`src/rtl/tcw_pkg.sv`:
```
// tcw_pkg: shared constants, command codes and types for the text console writer.
// Used by tcw_front, tcw_queue, tcw_back and text_console_writer.
// No dependencies.
package tcw_pkg;

   // screen geometry
   localparam int COLS         = 80;
   localparam int ROWS         = 25;
   localparam int CELLS        = ROWS * COLS;
   localparam int SCROLL_CELLS = (ROWS - 1) * COLS;

   // field widths
   localparam int OP_W   = 2;
   localparam int CHAR_W = 8;
   localparam int ATTR_W = 8;
   localparam int CELL_W = CHAR_W + ATTR_W;
   localparam int ROW_W  = 5;
   localparam int COL_W  = 7;
   localparam int ADDR_W = $clog2(CELLS);

   // command queue
   localparam int QDEPTH = 4;
   localparam int QPTR_W = $clog2(QDEPTH);
   localparam int QCNT_W = $clog2(QDEPTH + 1);

   // request op codes
   localparam logic [OP_W-1:0] OP_PUT   = 2'd0;
   localparam logic [OP_W-1:0] OP_CLEAR = 2'd1;
   localparam logic [OP_W-1:0] OP_READ  = 2'd2;

   localparam logic [CHAR_W-1:0] NEWLINE_CODE = 8'd10;
   localparam logic [CHAR_W-1:0] SPACE_CODE   = 8'd32;
   localparam logic [ATTR_W-1:0] ATTR_RESET   = 8'd15;

   typedef enum logic [2:0] {
      CMD_NOP,
      CMD_WRITE,
      CMD_READ,
      CMD_SCROLL,
      CMD_CLEAR
   } cmd_kind_type;

   // one classified command; cell_data holds {attribute, character}
   typedef struct packed {
      cmd_kind_type           kind;
      logic                   put_after;   // write cell at addr once scroll is done
      logic [ADDR_W-1:0]      addr;
      logic [CELL_W-1:0]      cell_data;
      logic [ROW_W-1:0]       cur_row;     // cursor after the item
      logic [COL_W-1:0]       cur_col;
   } cmd_type;

   typedef struct packed {
      logic    valid;
      cmd_type cmd;
   } q_head_type;

endpackage

```
`src/rtl/tcw_queue.sv`:
```
// tcw_queue: short FIFO of classified commands between front and back end.
// Depends on tcw_pkg.
module tcw_queue import tcw_pkg::*; (
   input  logic       clock,
   input  logic       reset,
   input  logic       push,
   input  cmd_type    push_cmd,
   input  logic       pop,
   output logic       full,
   output q_head_type head
);

   cmd_type             q_ff [QDEPTH];
   logic [QPTR_W-1:0]   wr_ptr_ff, rd_ptr_ff;
   logic [QCNT_W-1:0]   count_ff, count_in;
   logic                do_pop;

   assign full       = (count_ff == QCNT_W'(QDEPTH));
   assign head.valid = (count_ff != '0);
   assign head.cmd   = q_ff[rd_ptr_ff];
   assign do_pop     = pop & head.valid;

   always_comb begin
      count_in = count_ff;
      if (push && !do_pop) begin
         count_in = count_ff + 1'b1;
      end else if (do_pop && !push) begin
         count_in = count_ff - 1'b1;
      end
   end

   always_ff @(posedge clock) begin
      if (push) begin
         q_ff[wr_ptr_ff] <= push_cmd;
      end
   end

   always_ff @(posedge clock) begin
      if (reset) begin
         wr_ptr_ff <= '0;
         rd_ptr_ff <= '0;
         count_ff  <= '0;
      end else begin
         if (push) begin
            wr_ptr_ff <= wr_ptr_ff + 1'b1;
         end
         if (do_pop) begin
            rd_ptr_ff <= rd_ptr_ff + 1'b1;
         end
         count_ff <= count_in;
      end
   end

endmodule

```
`config.mk`:
```
export PLATFORM = sky130hd
export DESIGN_NAME = tcw_queue
export DESIGN_NICKNAME = d
export VERILOG_FILES = /design/src/rtl/tcw_pkg.sv /design/src/rtl/tcw_queue.sv
export SDC_FILE = /design/constraint.sdc
export NUM_CORES = 1
export LEC_CHECK = 0
export ABC_AREA = 1
export BUFFER_PORTS_ARGS = -buffer_cell sky130_fd_sc_hd__buf_4
export CELL_PAD_IN_SITES_DETAIL_PLACEMENT = 1
export CELL_PAD_IN_SITES_GLOBAL_PLACEMENT = 2
export CORE_MARGIN = 2
export CORE_UTILIZATION = 38
export CTS_BUF_LIST = sky130_fd_sc_hd__clkbuf_2 sky130_fd_sc_hd__clkbuf_4 sky130_fd_sc_hd__clkbuf_8
export CTS_CLUSTER_DIAMETER = 30
export DETAILED_ROUTE_END_ITERATION = 8
export PLACE_DENSITY = 0.83
export RECOVER_POWER = 50
export SYNTH_ARGS = -nofsm -noshare
export SYNTH_HDL_FRONTEND = slang
export SYNTH_SLANG_ARGS = --single-unit
```
`constraint.sdc`:
```
create_clock -name clock -period 1.8 [get_ports clock]
set_input_delay 0.09 -clock clock [delete_from_list [all_inputs] [get_ports clock]]
set_output_delay 0.09 -clock clock [all_outputs]
set_load 0.01 [all_outputs]
```
# Yosys cells after proc, flatten, opt, wreduce, memory -nomap -nowiden
# Memory sizes are Yosys's and may differ from the RTL's. A register that Yosys moved wholly into a read port is not among the register bits.
# Index checks and enable logic that the tools add are counted.
dict set report op_classes {
  n_addsub 4
  eq_ne 1
  mux 6
  n_bitwise 1
  n_reduce_logical 6
}
# op n
set ops {}
lappend ops {{two-way mux 3 bit} 2}
lappend ops {{adder 2 x 1 -> 2 bit (second input constant)} 2}
lappend ops {{two-way mux 2 bit} 2}
lappend ops {{adder 3 x 1 -> 3 bit (second input constant)} 1}
lappend ops {{equality test 3 bit (second input constant)} 1}
lappend ops {{nonzero test 3 bit} 1}
lappend ops {{subtractor 3 x 1 -> 3 bit (second input constant)} 1}
lappend ops {{logical AND 1 bit} 2}
lappend ops {{logical NOT 1 bit} 2}
lappend ops {{two-way mux 1 bit} 2}
lappend ops {{nonzero test 2 bit} 1}
lappend ops {{bitwise AND 1 bit} 1}
dict set report word_totals {
  register_bits 7
  ramBits 172
  in_bits 47
  wordCells 22
  n_memories 1
}
# name words width rd rd_ports_with_merged_regs write_ports line_no
set mem_list {}
lappend mem_list {q_ff 4 43 1 1 1 tcw_queue.sv:13} ;# cmd_type q_ff [QDEPTH];

# Logic depth before layout (Yosys ltp)
dict set report depth {
  word_depth 5
  ltp_mapped 12
  depth_no_buf 12
}

# Worst setup path before layout
# OpenSTA, ideal clock, no wires.
dict set report synth_timing {
  path_type {flip-flop to flip-flop}
  from {register wr_ptr_ff[0]}
  to {memory q_ff[2][0] (netlist bit) (enable)}
  setup_ns 0.397
  arrival_time_ns 1.432
  required_ns 1.403
  slack_ns -0.029
  path_stages_with_launch 5
  n_path_buf 0
  synth_period_minus_slack_ns 1.829
  cell_sequence {dfxtp_1 > inv_1 > ha_1 > nand2_1 > inv_1}
}
# item line_no
set synth_lines {}
lappend synth_lines {{from (decl)} tcw_queue.sv:14} ;# logic [QPTR_W-1:0] wr_ptr_ff, rd_ptr_ff;
lappend synth_lines {{from (signal assigned)} tcw_queue.sv:45} ;# wr_ptr_ff <= wr_ptr_ff + 1'b1;
lappend synth_lines {{to (decl)} tcw_queue.sv:13}
# No word-level cell before the write port.

==> impl_results.md <==
- CP Capture Type: primary output
- Max VDD drop: 0.524 mV
- MaxCap Viol Count: 0
- Post-synth top area share: 0.758
- Largest net degree at the start of global routing: 44
- Via-to-Cell Ratio: 5.09
- Port bufs: 91
- Distinct cells, synth: 19
- Unrepaired setup endpoints after global routing: true
- Leading area contributor after synthesis: edfxtp_1
- Clk_skew: 15.2 ps
- DIE HEIGHT: 138 um
- Worst setup SP type: register
- Status: finished clean
- H-Tree Depth: 4
- Initial core utilization: 0.391
- Syn nets: 531
- Leak: 3.02 nW
- Commonest non-fill, non-tap cell in the layout: edfxtp_1
- Die Span X: 138 um
- Synth warnings: 0
- Clk slew on worst S/H paths: 80 ps
- Grt ovf: 0
- Antenna viol nets, final: 0
- Number of synthesized flops with an enable pin: 172
- Main flop type after synthesis: edfxtp_1
- Cell Rows: 48
- Clk buf depth: 2
- Vias in the first global route: 4878
- Yosys reg bits: 181
- Fin. Hold Viols: 0
- Worst Tran Pin Value: 292 ps
- First-pass GRT wire length: 25500 um
- Total power: 10.6 mW
- FFs w/ async S/R, synth: 0
- CP Class: register to primary output
- Final nets: 684
- Die area: 19000 sq um
- Dpl hpwl: 9380 um
- Crit path cell chain: buf_12 > o21ai_1 > o22ai_1 > buf_4
- Top post-synthesis cells by area: edfxtp_1, o21ai_0, nor2_1, o22ai_1, dfxtp_1
- Clock sinks: 181
- Avg WL per Cell: 19.1 um
- Io pins: 92
- Mapped cell area: 6820 sq um
- CORE AREA: 17400 sq um
- Worst Path Required: 1710 ps
- Layout filler cell count: 1745
- Drt total wl: 16600 um
- Diode count: 0
- Sequential fraction of the synthesis area: 0.784
- Cell family with most CP delay: flip-flops
- Hold_ws: 402 ps
- Crit path buf inv count: 2
- Area growth syn-to-layout: 28.2%
- Fmax: 580 MHz
- Final RePlAce weighted congestion: 0.787
- Hold WC Path Type: input port to register
- Pre-antenna DRT Iters: 4
- Slowest cell delay on critical path: 430 ps
- CP Max Fanout: 30
- Worst-skew pair later-pin latency: 460 ps
- Slowest CP cell: dfxtp_4
- Initial antenna violation count: 0
- Crit path arrival time: 1630 ps
- Final worst path period share: 0.958
- Commonest non-fill, non-tap cells in the layout: edfxtp_1, nor2_1, o21ai_0, buf_4, dlygate4sd3_1
- Final setup vio count: 0
- Max-slew headroom: 0.805
- Synth Instances: 478
- First DRT Iteration DRCs: 184
- Pwr dens: 1210 nW/um^2
- Average cell area after synthesis: 14.3 sq um
- Gr usage total: 0.183
- Pins Over Slew Limit: 0
- CTS buffer count: 17
- Share of cells above drive strength 1: 0.186
- CTS Root Buffer Type: clkbuf_8
- Tmin final: 1720 ps
- Routed vias: 4427
- Residual DRC: 0
- TritonCTS clock tree: yes
## final cells by class
| cell class | count | area (sq um) | share of cell area |
|---|---|---|---|
| clock buffer | 20 | 256 | 0.0294 |
| multi-input combinational | 255 | 1290 | 0.148 |
| sequential | 181 | 5360 | 0.613 |
| clock inverter | 12 | 105 | 0.0120 |
| tap | 225 | 282 | 0.0322 |
| timing repair buffer | 160 | 1360 | 0.155 |
| inverter | 16 | 91.3 | 0.0105 |
## state kept, by name, summed over array words and instances (netlist names), named ones only
name	cells
count_ff	3
wr_ptr_ff	2
rd_ptr_ff	2
q_ff	172
## metrics by stage
step | TNS [ps] | setup WS, ps | area, sq um | util | std cells
final | 0 | 75.3 | 8740 | 0.502 | 869
after global routing | -64.9 | -38.2 | 8740 | 0.502 | 869
after CTS | -9.40 | -3.04 | 8820 | 0.506 | 867
after detailed placement | 0 | 17.1 | 7840 | 0.450 | 785
after global placement | 0 | 89.9 | 7840 | 0.450 | 785
after floorplan | 0 | 40.6 | 6830 | - | 478
## Yosys cell counts, types with 2 or more instances
cell / instances
edfxtp_1: 172
nor2_1: 92
o21ai_0: 82
o22ai_1: 43
nand2_1: 15
inv_1: 14
clkbuf_1: 11
dfxtp_1: 9
o21ai_1: 7
a21oi_1: 5
buf_2: 5
buf_4: 5
buf_6: 5
ha_1: 5
nand3_1: 3
inv_2: 2
## routing by layer
| layer | routed length (um) | up-vias | share of wire | global-route usage |
|---|---|---|---|---|
| met5 | 0 | - | 0 | 0 |
| met4 | 172 | 0 | 0.010 | 0.0646 |
| met3 | 730 | 13 | 0.044 | 0.0424 |
| met2 | 8760 | 103 | 0.53 | 0.329 |
| met1 | 6920 | 2229 | 0.42 | 0.212 |
| li1 | - | 2082 | - | - |
## power breakdown
group / switching (mW) / leakage [nW] / internal (mW) / total (mW)
registers: 0.125 / 1.66 / 4.85 / 4.97
clock network: 1.39 / 0.189 / 1.14 / 2.53
logic: 1.73 / 1.17 / 1.37 / 3.10
## cells by family (layout without fill, tap and decap cells)
kind of cell,Yosys count,in the layout,share of synthesized area
buf+inv,42,208,0.0323
fa+ha+maj,6,6,0.0121
xor+xnor,1,1,0.00128
simple gates,111,111,0.0618
flops,181,181,0.784
compound gates,137,137,0.108
## path summary, 6_finish.rpt
path,startpoint,to,slack (ps),cells after the start
worst max-delay path,register,head[0],80,4
worst min-delay path,reset,count_ff[0],400,3
worst max register to register,count_ff[1],count_ff[2],110,12
worst min register to register,rd_ptr_ff[1],register,530,2
## tightest hold or removal path, stage by stage
cell           delay [ps]
dlygate4sd3_1         540
buf_4                 140
nor2_1                 50
## timing repair
item,in CTS,in global routing
setup endpoints to repair,43,32
hold buffers,47,0
pin swaps,2,2
buffers inserted,0,1
endpoints found under the hold margin,181,0
gates resized for setup,15,23
gates cloned,3,1
No activity file was read; power rests on OpenSTA's default activity.
