<file path="config.mk">
export PLATFORM = sky130hd
export DESIGN_NAME = tcw_front
export DESIGN_NICKNAME = d
export VERILOG_FILES = /design/src/rtl/tcw_pkg.sv /design/src/rtl/tcw_front.sv
export SDC_FILE = /design/constraint.sdc
export NUM_CORES = 1
export LEC_CHECK = 0
export ABC_CLOCK_PERIOD_IN_PS = 7000
export BUFFER_PORTS_ARGS = -buffer_cell sky130_fd_sc_hd__buf_2
export CORE_ASPECT_RATIO = 1.4
export CORE_MARGIN = 10
export CORE_UTILIZATION = 45
export DETAILED_ROUTE_END_ITERATION = 7
export PLACE_DENSITY_LB_ADDON = 0.3
export SYNTH_ARGS = -nofsm -noshare
export SYNTH_HDL_FRONTEND = slang
export SYNTH_SLANG_ARGS = --single-unit
</file>
<file path="constraint.sdc">
create_clock -name clock -period 7 [get_ports clock]
set_input_delay 1.05 -clock clock [delete_from_list [all_inputs] [get_ports clock]]
set_output_delay 1.05 -clock clock [all_outputs]
set_load 0.02 [all_outputs]
</file>
<file path="src/rtl/tcw_pkg.sv">
// tcw_pkg: shared constants, command codes and types for the text console writer.
// Used by tcw_front, tcw_queue, tcw_back and text_console_writer.
// No dependencies.
package tcw_pkg;

   // screen geometry
   localparam int COLS         = 80;
   localparam int ROWS         = 25;
   localparam int CELLS        = ROWS * COLS;
   localparam int SCROLL_CELLS = (ROWS - 1) * COLS;

   // field widths
   localparam int OP_W   = 2;
   localparam int CHAR_W = 8;
   localparam int ATTR_W = 8;
   localparam int CELL_W = CHAR_W + ATTR_W;
   localparam int ROW_W  = 5;
   localparam int COL_W  = 7;
   localparam int ADDR_W = $clog2(CELLS);

   // command queue
   localparam int QDEPTH = 4;
   localparam int QPTR_W = $clog2(QDEPTH);
   localparam int QCNT_W = $clog2(QDEPTH + 1);

   // request op codes
   localparam logic [OP_W-1:0] OP_PUT   = 2'd0;
   localparam logic [OP_W-1:0] OP_CLEAR = 2'd1;
   localparam logic [OP_W-1:0] OP_READ  = 2'd2;

   localparam logic [CHAR_W-1:0] NEWLINE_CODE = 8'd10;
   localparam logic [CHAR_W-1:0] SPACE_CODE   = 8'd32;
   localparam logic [ATTR_W-1:0] ATTR_RESET   = 8'd15;

   typedef enum logic [2:0] {
      CMD_NOP,
      CMD_WRITE,
      CMD_READ,
      CMD_SCROLL,
      CMD_CLEAR
   } cmd_kind_type;

   // one classified command; cell_data holds {attribute, character}
   typedef struct packed {
      cmd_kind_type           kind;
      logic                   put_after;   // write cell at addr once scroll is done
      logic [ADDR_W-1:0]      addr;
      logic [CELL_W-1:0]      cell_data;
      logic [ROW_W-1:0]       cur_row;     // cursor after the item
      logic [COL_W-1:0]       cur_col;
   } cmd_type;

   typedef struct packed {
      logic    valid;
      cmd_type cmd;
   } q_head_type;

endpackage

</file>
<file path="src/rtl/tcw_front.sv">
// tcw_front: accepts requests, keeps cursor and colour, classifies each item into
// a command for the back end. Depends on tcw_pkg.
module tcw_front import tcw_pkg::*; (
   input  logic              clock,
   input  logic              reset,
   input  logic              start,
   input  logic              q_full,
   input  logic [OP_W-1:0]   req_op,
   input  logic [CHAR_W-1:0] req_char_code,
   input  logic [ROW_W-1:0]  req_cell_row,
   input  logic [COL_W-1:0]  req_cell_col,
   input  logic              csr_we,
   input  logic [ATTR_W-1:0] csr_wdata,
   output logic              push,
   output cmd_type           push_cmd
);

   logic [ROW_W-1:0]  row_ff, row_in;
   logic [COL_W-1:0]  col_ff, col_in;
   logic [ATTR_W-1:0] color_ff;
   logic [ROW_W-1:0]  addr_row;
   logic [COL_W-1:0]  addr_col;
   logic              at_last;

   assign push    = start & ~q_full;
   assign at_last = (row_ff == ROW_W'(ROWS - 1));

   always_comb begin
      row_in             = row_ff;
      col_in             = col_ff;
      addr_row           = row_ff;
      addr_col           = col_ff;
      push_cmd.kind      = CMD_NOP;
      push_cmd.put_after = 1'b0;
      push_cmd.cell_data = {color_ff, req_char_code};
      unique case (req_op)
         OP_PUT: begin
            if (req_char_code == NEWLINE_CODE) begin
               col_in = '0;
               if (at_last) begin
                  push_cmd.kind = CMD_SCROLL;
               end else begin
                  row_in = row_ff + 1'b1;
               end
            end else if (col_ff >= COL_W'(COLS)) begin
               // line full: newline first, then write at column 0
               col_in   = COL_W'(1);
               addr_col = '0;
               if (at_last) begin
                  push_cmd.kind      = CMD_SCROLL;
                  push_cmd.put_after = 1'b1;
               end else begin
                  row_in        = row_ff + 1'b1;
                  addr_row      = row_ff + 1'b1;
                  push_cmd.kind = CMD_WRITE;
               end
            end else begin
               col_in        = col_ff + 1'b1;
               push_cmd.kind = CMD_WRITE;
            end
         end
         OP_CLEAR: begin
            push_cmd.kind = CMD_CLEAR;
         end
         OP_READ: begin
            addr_row = req_cell_row;
            addr_col = req_cell_col;
            if (req_cell_row < ROW_W'(ROWS) && req_cell_col < COL_W'(COLS)) begin
               push_cmd.kind = CMD_READ;
            end
         end
         default: begin
            push_cmd.kind = CMD_NOP;
         end
      endcase
      push_cmd.addr    = ADDR_W'(addr_row) * ADDR_W'(COLS) + ADDR_W'(addr_col);
      push_cmd.cur_row = row_in;
      push_cmd.cur_col = col_in;
   end

   always_ff @(posedge clock) begin
      if (reset) begin
         row_ff   <= '0;
         col_ff   <= '0;
         color_ff <= ATTR_RESET;
      end else begin
         if (push) begin
            row_ff <= row_in;
            col_ff <= col_in;
         end
         if (csr_we) begin
            color_ff <= csr_wdata;
         end
      end
   end

endmodule

</file>
* Word-level counts from Yosys, hierarchy flattened
Index checks and enable logic that the tools add are counted.
W data, S select, Z words.
** Storage, ports and cells
- Word-level logic and storage cells :: 40
- Output and inout port bits :: 44
- Input bits :: 35
- Register bits after elaboration :: 20
** Cells by class
- Multiplexer cells :: 22
- Add/subtract/negate cells :: 3
- $lt $le $gt $ge :: 3
- Multiply operators :: 1
- Equal/unequal tests :: 4
- Bitwise operators :: 2
- Reductions and logical operators :: 2
** Operators with widths (number)
- $mux W7 :: 5
- $mux W5 :: 5
- $pmux W7 S2 :: 1
- $add A11 B7 Y11 :: 1
- $pmux W5 S2 :: 1
- $pmux W3 S3 :: 1
- $eq A8 B4 Y1 const B :: 1
- $add A7 B1 Y7 const B :: 1
- $ge A7 B7 Y1 const B :: 1
- $lt A7 B7 Y1 const B :: 1
- $mul A5 B3 Y7 const B :: 1
- $mux W2 :: 3
- $mux W3 :: 2
- $add A5 B1 Y5 const B :: 1
- $eq A5 B5 Y1 const B :: 1
- $lt A5 B5 Y1 const B :: 1
- $mux W1 :: 4
- $eq A2 B1 Y1 const B :: 1
- $eq A2 B2 Y1 const B :: 1
- $logic_not A2 Y1 :: 1
- $and A1 B1 Y1 :: 1
- $logic_and A1 B1 Y1 :: 1
- $not A1 Y1 :: 1

* Logic depth before layout (Yosys ltp)
Gate-level depths: netlist of run 1.
- Depth after elaboration :: 7
- Mapped depth :: 15
- Depth with buffers taken out :: 14

* Least setup slack after synthesis of run 1
Ideal clock, no wire load.
- Path type :: in2out
- From :: input req_char_code[2]
- To :: output push_cmd[38] in the netlist's numbering
- Cell stages on the path :: 13
- Required time :: 5950 ps
- Setup slack :: 1789 ps
- Path buffers :: 0
- Data arrival time :: 4161 ps
- Cells stage by stage :: and4bb_2 > a21oi_1 > and3b_1 > a21oi_1 > o21ai_0 > ha_1 > ha_1 > fa_1 > nand2_1 > nor2b_1 > o21ai_0 > a222oi_1 > xnor2_1
** RTL lines
- from (decl) :: RTL line tcw_front.sv:9 : input logic [CHAR_W-1:0] req_char_code,
- to (decl) :: RTL line tcw_front.sv:15 : output cmd_type push_cmd

==> flow_metrics.tcl, run 1 <==
set metrics [dict create \
    skew_ns 0.007112 \
    synth_warnings 0 \
    netlist-cell-type-count 43 \
    wl_per_cell_um 16.20 \
    slowest_delay_ns 0.52 \
    netlist.area_leader.share_pct 22.08 \
    clock-sinks 20 \
    cts_buffers 3 \
    rsz0062_at_grt "no" \
    crit_fanout 6 \
    synthFlopType "dfxtp_1" \
    critPathSlowestCell "fa_1" \
    dieArea_mm2 0.007004 \
    cts_resized 0 \
    synth_most_common_cell "nand2_1" \
    area_growth_pct 22.50 \
    synth_top_area_cell "dfxtp_1" \
    relSlewSlack_pct 48.98 \
    hp-start "color_ff[4]" \
    final_layout_size_suffix_gt1_share_pct 32.31 \
    hold_viol 0 \
    grt_overflow 0 \
    clk_pin_slew_ns 0.07 \
    synth_fp_nets 282 \
    die_h_um 95.10 \
    post_cts_buffers 0 \
    path_buf_inv 2 \
    num_rows 27 \
    multi_input_area_mm2 0.001286 \
    max_freq_mhz 175.2 \
    cp_cell_sequence "buf_2 -> nor4_4 -> a21oi_1 -> o21bai_1 -> nand2_1 -> o21ai_0 -> ha_1 -> ha_1 -> fa_1 -> nand2_1 -> nor2b_1 -> o21ai_0 -> a222oi_1 -> xnor2_1 -> buf_2" \
    worst_slew_pin_slew_ns 0.7637 \
    clock_path_buffers 2 \
    viasPerCell 5.665 \
    grt_usage_pct 15.02 \
    synth-edff-count 0 \
    drt-total-wl_um 5459 \
    criticalPathCategory "in -> out" \
    power_density_mw_per_mm2 138.7 \
    worstReg2RegStart "col_ff[4]" \
    drt_iter0_drc 93 \
    synth_cells 232 \
    holdWs_ns 0.4955 \
    cts_root_buf "clkbuf_8" \
    hold_path.class "reg -> reg" \
    period_share_pct 81.56 \
    cts_hold_buf 0 \
    dp_slack_ns 1.259 \
    setup_ws_ns 1.291 \
    drtAntennaViolNets 0 \
    synthTopCellsByArea "dfxtp_1, ha_1, xnor2_1" \
    dp_hpwl_um 4392 \
    drv_slew 0 \
    setup_viol 0 \
    drv_cap 0 \
    syn_area_mm2 0.001813 \
    die_w_um 73.65 \
    crit_arrival_ns 4.66 \
    clkLatencyLatePin_ns 0.26 \
    antenna_found_initial 0 \
    ys_seq_elements 20 \
    seq_area_um2 400.4 \
    final_nets 345 \
    grt_pass1_wl_um 8714 \
    ir_drop_v 0.0001211 \
    cp_top_family "compound AO/OA/AOI/OAI gates" \
    required_ns 5.95 \
    min_period_ns 5.709 \
    route.detailed.drc 0 \
    grt_pass1_vias 1890 \
    h-tree-depth 1 \
    synth_async_sr_flop_share_pct 0 \
    ios 79 \
    cp-start-kind "input pin" \
    core_area_mm2 0.003919 \
    io_buffers 78 \
    p_leak_nw 1.018 \
    cp-end-kind "output port" \
    critPathLaunch "req_char_code[5]" \
    setup_tns_ns 0 \
    grt_max_degree 21 \
    fillers 406 \
    via_count 1909 \
    diodes 0 \
    avgSynthCellArea_um2 7.815 \
    seq_area_frac_synth_pct 22.08 \
    cts_tree "done" \
    start_util_pct 46.26 \
    drt_first_pass_iters 4 \
    status "completed" \
    synth_commonest_cells "nand2_1, dfxtp_1, nor2_1" \
    finalWeightedCongestion 0.8780 \
]
-- tightest hold or removal path, delay by kind of cell (launching register included) --
family | cells | cell delay, ns
flops | 1 | 0.33
mux | 1 | 0.06
simple gates | 1 | 0.07
-- layer usage --
layer | global-route usage, % | routed length (um)
met5 | 0 | 0
met4 | 5.607 | 102
met3 | 3.950 | 430
met2 | 27.71 | 2823
met1 | 15.57 | 2104
-- cells in the final DEF, fill, tap and decap left out, types with 5 or more instances in the layout --
cell / netlist / final
dfxtp_1: 20 / 20
o21ai_0: 12 / 12
a21oi_1: 15 / 15
buf_2: 2 / 78
nand3_1: 11 / 11
xnor2_1: 12 / 12
nor2b_1: 12 / 12
nand2_1: 21 / 21
a22o_1: 7 / 7
inv_1: 5 / 5
ha_1: 13 / 13
nor2_1: 20 / 20
-- power breakdown --
| part | internal [mW] | total, mW | leakage [nW] | switching, mW |
|---|---|---|---|---|
| Combinational | 0.0286 | 0.0733 | 0.820 | 0.0447 |
| Sequential | 0.117 | 0.118 | 0.163 | 0.00160 |
| Clock | 0.0763 | 0.116 | 0.0357 | 0.0398 |
| Total | 0.222 | 0.308 | 1.02 | 0.0861 |
-- final timing paths --
check                 endpoint  slack (ns)  cells past startpoint
setup reg to reg     col_ff[3]        4.99                      5
hold / removal     color_ff[4]        0.50                      2
hold reg to reg    color_ff[4]        0.50                      2
setup / recovery  push_cmd[38]        1.29                     15
-- stage by stage --
stage | power [mW] | instance area [um^2] | util [%] | instances
floorplan | 0.1697 | 1813 | - | 232
global placement | 0.1940 | 2150 | 54.85 | 333
detailed placement | 0.1951 | 2150 | 54.85 | 333
finish | 0.3080 | 2221 | 56.67 | 337
global route | 0.3227 | 2221 | 56.67 | 337
CTS | 0.3113 | 2221 | 56.67 | 337
-- cell families after synthesis --
group / synth area share (%)
mux: 2.209
fa+ha+maj: 11.18
xor+xnor: 7.729
simple gates: 27.81
buf+inv: 6.971
compound gates: 22.02
flops: 22.08
-- registers in the layout (all words and copies together) (netlist names) --
register and count:
color_ff 8, col_ff 7, row_ff 5
-- layout make-up --
type	count	area share, %
Clock inverter	1	1.352
Sequential cell	20	18.03
Clock buffer	3	1.859
Timing Repair Buffer	78	17.58
Multi-Input combinational cell	187	57.92
Inverter	5	0.8451
Tap cell	43	2.423
Note: power is estimated with default switching activity, not from simulation.
==> run 2, diff against run 1 <==
Settings changed: ABC_AREA set to 1, ABC_CLOCK_PERIOD_IN_PS 7000 to 5300.
Clock period 7 ns to 5.3 ns, I/O delays scaled along.
==> flow_metrics.tcl, run 2 <==
set metrics [dict create \
    cp-end-kind "output port" \
    num_rows 27 \
    status "completed" \
    die_h_um 95.65 \
    skew_ns 0.001657 \
    cts_hold_buf 0 \
    grt_max_degree 20 \
    p_leak_nw 1.312 \
    grt_usage_pct 15.44 \
    max_freq_mhz 219.9 \
    regMostFlops "color_ff" \
    via_count 2022 \
    viasPerCell 5.055 \
    crit_fanout 8 \
    grt_overflow 0 \
    wl_per_cell_um 13.08 \
    clock_path_buffers 2 \
    setup_viol 0 \
    netlist-cell-type-count 28 \
    die_w_um 74.03 \
    relSlewSlack_pct 71.96 \
    synth_warnings 0 \
    diodes 0 \
    synthTopCellsByArea "dfxtp_1, nand2_1, inv_1" \
    grt_pass1_wl_um 9011 \
    synthFlopType "dfxtp_1" \
    core_area_mm2 0.003953 \
    min_period_ns 4.547 \
    synth_most_common_cell "nand2_1" \
    drt_first_pass_iters 4 \
    route.detailed.drc 0 \
    antenna_found_initial 0 \
    finalWeightedCongestion 0.9010 \
    drt-total-wl_um 5233 \
    criticalPathCategory "in -> out" \
    dp_hpwl_um 4439 \
    crit_arrival_ns 3.75 \
    synth_cells 291 \
    avgSynthCellArea_um2 6.320 \
    seq_area_frac_synth_pct 21.77 \
    cts_root_buf "clkbuf_8" \
    p_total_mw 0.4745 \
    h-tree-depth 1 \
    ir_drop_v 0.0001867 \
    rsz0062_at_grt "no" \
    ys_seq_elements 20 \
    drtAntennaViolNets 0 \
    synth_async_sr_flop_share_pct 0 \
    cp-start-kind "input pin" \
    critPathLaunch "req_char_code[0]" \
    hold_path.class "reg -> reg" \
    hp-start "color_ff[2]" \
    drt_iter0_drc 78 \
    clk_pin_slew_ns 0.07 \
    clock-sinks 20 \
    largest_reg_flops 8 \
    cts_resized 0 \
    io_buffers 78 \
    final_cell_mix "buf_2, nand2_1, inv_1" \
    post_cts_buffers 0 \
    ios 79 \
    worst_slew_pin_slew_ns 0.4154 \
    worstReg2RegStart "col_ff[4]" \
    power_density_mw_per_mm2 212.6 \
    syn_area_mm2 0.001839 \
    clkLatencyLatePin_ns 0.26 \
    start_util_pct 46.53 \
    cts_tree "done" \
    top_regs "color_ff: 8 flops, col_ff: 7 flops, row_ff: 5 flops" \
    period_share_pct 85.79 \
    dieArea_mm2 0.007081 \
    netlist.area_leader.share_pct 21.77 \
    synth_commonest_cells "nand2_1, inv_1, o21ai_0" \
    final_layout_size_suffix_gt1_share_pct 25.77 \
    area_growth_pct 21.36 \
    fillers 412 \
    required_ns 4.51 \
    synth_fp_nets 341 \
    final_common_cell "buf_2" \
    hold_viol 0 \
    final_nets 409 \
    grt_pass1_vias 2108 \
    setup_tns_ns 0 \
    drv_slew 0 \
    fin_util_pct 56.47 \
    synth_top_area_cell "dfxtp_1" \
    cts_buffers 3 \
    synth-edff-count 0 \
    drv_cap 0 \
]
[run 2: cells by family (layout without fill, tap and decap cells)]
group                      Yosys count  in the layout  synth area share [%]
and+or+nand+nor                    123            123                 29.25
buffers and inverters               67            133                 15.85
AOI/OAI and AO/OA                   58             58                 18.30
DFF                                 20             20                 21.77
adders and majority gates           15             15                 11.02
xor gates and xnor gates             8              8                 3.810
[run 2: final timing paths]
path                                     end  slack (ns)  cells past startpoint
worst max-delay path            push_cmd[38]        0.75                     23
worst min-delay path             color_ff[2]        0.46                      2
worst max register to register     row_ff[0]        3.88                      9
worst min register to register   color_ff[2]        0.46                      2
[run 2: layout make-up]
class,count,area (um^2),area share [%]
timing repair buffer,79,397.9,17.83
sequential,20,400.4,17.94
tap,43,53.80,2.410
inverter,51,191.4,8.576
multi-input combinational,204,1147,51.40
clock buffer,3,41.29,1.850
[run 2: through the flow]
stage          area [um^2]  instances  worst slack [ns]  hold slack (ns)
6_report              2232        400            0.7529           0.4613
4_1_cts               2232        400            0.7423           0.4620
3_5_place_dp          2191        397            0.7414           0.4430
5_1_grt               2232        400            0.3286           0.4791
2_1_floorplan         1839        291             1.177           0.5276
3_3_place_gp          2191        397            0.7908           0.4336
[run 2: report_power, final]
group          switching, mW  internal (mW)
sequential           0.00913          0.160
clock                 0.0476         0.0506
combinational          0.134         0.0727
[run 2: worst max-delay path: stages]
cell and delay, ns:
buf_2 0.10, inv_1 0.04, nand2_1 0.04, nor2_1 0.10, nand2_1 0.20, nand2_1 0.24
inv_1 0.11, nand3_1 0.07, o21ai_0 0.07, a21oi_1 0.28, ha_1 0.30, ha_1 0.23
fa_1 0.38, xnor2_1 0.22, nor2_1 0.08, nand2_1 0.06, nand2_1 0.04, nand2_1 0.07
inv_1 0.04, nand2_1 0.05, nand2_1 0.04, inv_1 0.04, buf_2 0.15
[run 2: layer usage]
layer	vias to the layer above	routed length, um	global-route usage, %
met3	13	648	5.821
met5	-	0	0
met1	876	1936	15.39
li1	1062	-	-
met2	71	2483	27.49
met4	0	165	6.854
==> run 3, diff against run 2 <==
Settings changed: PLACE_DENSITY set to 0.8, PLACE_DENSITY_LB_ADDON 0.3 to unset.
==> flow_metrics.tcl, run 3 (synthesis results as in run 2) <==
set metrics [dict create \
    route.detailed.drc 0 \
    viasPerCell 5.155 \
    comb_power_share_pct 39.1 \
    area_growth_pct 22.99 \
    grt_pass1_wl_um 8914 \
    seqPwrFrac_pct 32.2 \
    max_freq_mhz 218.7 \
    dieArea_mm2 0.007081 \
    grt_max_degree 20 \
    min_period_ns 4.573 \
    start_util_pct 46.53 \
    cts_tree "done" \
    crit_fanout 8 \
    die_w_um 74.03 \
    cts_hold_buf 0 \
    hp-start "color_ff[1]" \
    ir_drop_v 0.0002212 \
    relSlewSlack_pct 70.05 \
    critPathSlowestCell "fa_1" \
    final_cell_mix "buf_2, nand2_1, inv_1" \
    power_density_mw_per_mm2 233.3 \
    drt_iter0_drc 72 \
    cp_cell_sequence "buf_2 -> inv_1 -> nand2_1 -> nor2_1 -> nand2_1 -> nand2_1 -> inv_1 -> nand3_1 -> o21ai_0 -> a21oi_1 -> ha_1 -> ha_1 -> fa_1 -> xnor2_1 -> nor2_1 -> nand3_1 -> nand2_1 -> inv_1 -> nand2_1 -> nand2_1 -> inv_1 -> buf_2" \
    cts_resized 0 \
    rrSetupSlack_ns 3.87 \
    skew_ns 0.001615 \
    drtAntennaViolNets 0 \
    io_buffers 78 \
    cp_top_family "simple AND/OR/NAND/NOR gates" \
    wl_met1_um 2029 \
    worstReg2RegStart "row_ff[0]" \
    wl_per_cell_um 13.18 \
    cp-end-kind "output port" \
    final_layout_size_suffix_gt1_share_pct 25.98 \
    clock_path_buffers 2 \
    internal_power_mw 0.3337 \
    num_rows 27 \
    slowest_delay_ns 0.39 \
    setup_viol 0 \
    holdWs_ns 0.4617 \
    period_share_pct 86.29 \
    via_count 2067 \
    critPathLaunch "req_char_code[0]" \
    cp-start-kind "input pin" \
    diodes 0 \
    status "completed" \
    final_nets 409 \
    regMostFlops "color_ff" \
    place_inst 397 \
    switching_power_mw 0.1939 \
    cpMostUsedCell "nand2_1" \
    hold_path.class "reg -> reg" \
    top_layer_used "met4" \
    switching_share_pct 36.75 \
    path_depth 22 \
    core_area_mm2 0.003953 \
    drv_cap 0 \
    clkLatencyLatePin_ns 0.26 \
    clk_pin_slew_ns 0.07 \
    clock-sinks 20 \
    die_h_um 95.65 \
    required_ns 4.51 \
    setup_tns_ns 0 \
    wl_met3_um 602 \
    r2r.worst_path.cells 8 \
    drt-total-wl_um 5287 \
    drv_slew 0 \
    hold_viol 0 \
    largest_reg_flops 8 \
    met2WireLength_um 2535 \
    crit_arrival_ns 3.78 \
    finalWeightedCongestion 0.8966 \
    rsz0062_at_grt "no" \
    final_common_cell "buf_2" \
    grt_usage_pct 14.99 \
    cts_buffers 3 \
    grt_overflow 0 \
    final_cells 401 \
    h-tree-depth 1 \
    p_leak_nw 1.326 \
    worst_slew_pin_slew_ns 0.4458 \
    top_regs "color_ff: 8 flops, col_ff: 7 flops, row_ff: 5 flops" \
    post_cts_buffers 0 \
    cts_root_buf "clkbuf_8" \
    drt_first_pass_iters 4 \
    ios 79 \
    path_buf_inv 6 \
    criticalPathCategory "in -> out" \
    clkPwrFrac_pct 28.7 \
    dp_hpwl_um 4440 \
    hold_depth 2 \
    antenna_found_initial 0 \
    grt_pass1_vias 2113 \
]
[run 3: routing by layer]
layer,global-route usage (%),vias to the layer above
met1,15.67,915
met2,26.07,77
met3,5.717,10
met5,0,-
li1,-,1065
met4,6.075,0
[run 3: worst paths after layout]
path	to
max	push_cmd[38]
min	color_ff[1]
max reg2reg	row_ff[0]
min reg2reg	color_ff[1]
[run 3: final cells by class]
class / instances / area, um^2
fillers: 404 / 1690
multi-input cells: 204 / 1147
flip-flops and latches: 20 / 400.4
repair buffers: 79 / 397.9
inverters: 51 / 191.4
well taps: 43 / 53.80
clock buffers: 3 / 41.29
clock inverters: 1 / 30.03
[run 3: power groups by stage]
stage / registers (mW) / logic, mW / clock network, mW
floorplan: 0.176 / 0.141 / 0
global placement: 0.172 / 0.206 / 0
detailed placement: 0.173 / 0.208 / 0
CTS: 0.169 / 0.210 / 0.154
global route: 0.171 / 0.233 / 0.161
finish: 0.170 / 0.206 / 0.151
[run 3: tightest hold or removal path: stages, from the launching register on]
cell     delay [ns]
dfxtp_1        0.33
nand2_1        0.05
nand3_1        0.05
[run 3: per-stage QoR]
stage | area [um^2] | util, % | worst slack, ns | power [mW]
after floorplan | 1839 | - | 1.177 | 0.3169
after global placement | 2191 | 55.43 | 0.8077 | 0.3785
after detailed placement | 2191 | 55.43 | 0.7152 | 0.3811
after CTS | 2262 | 57.23 | 0.7187 | 0.5336
after global routing | 2262 | 57.23 | 0.3912 | 0.5648
final | 2262 | 57.23 | 0.7267 | 0.5277
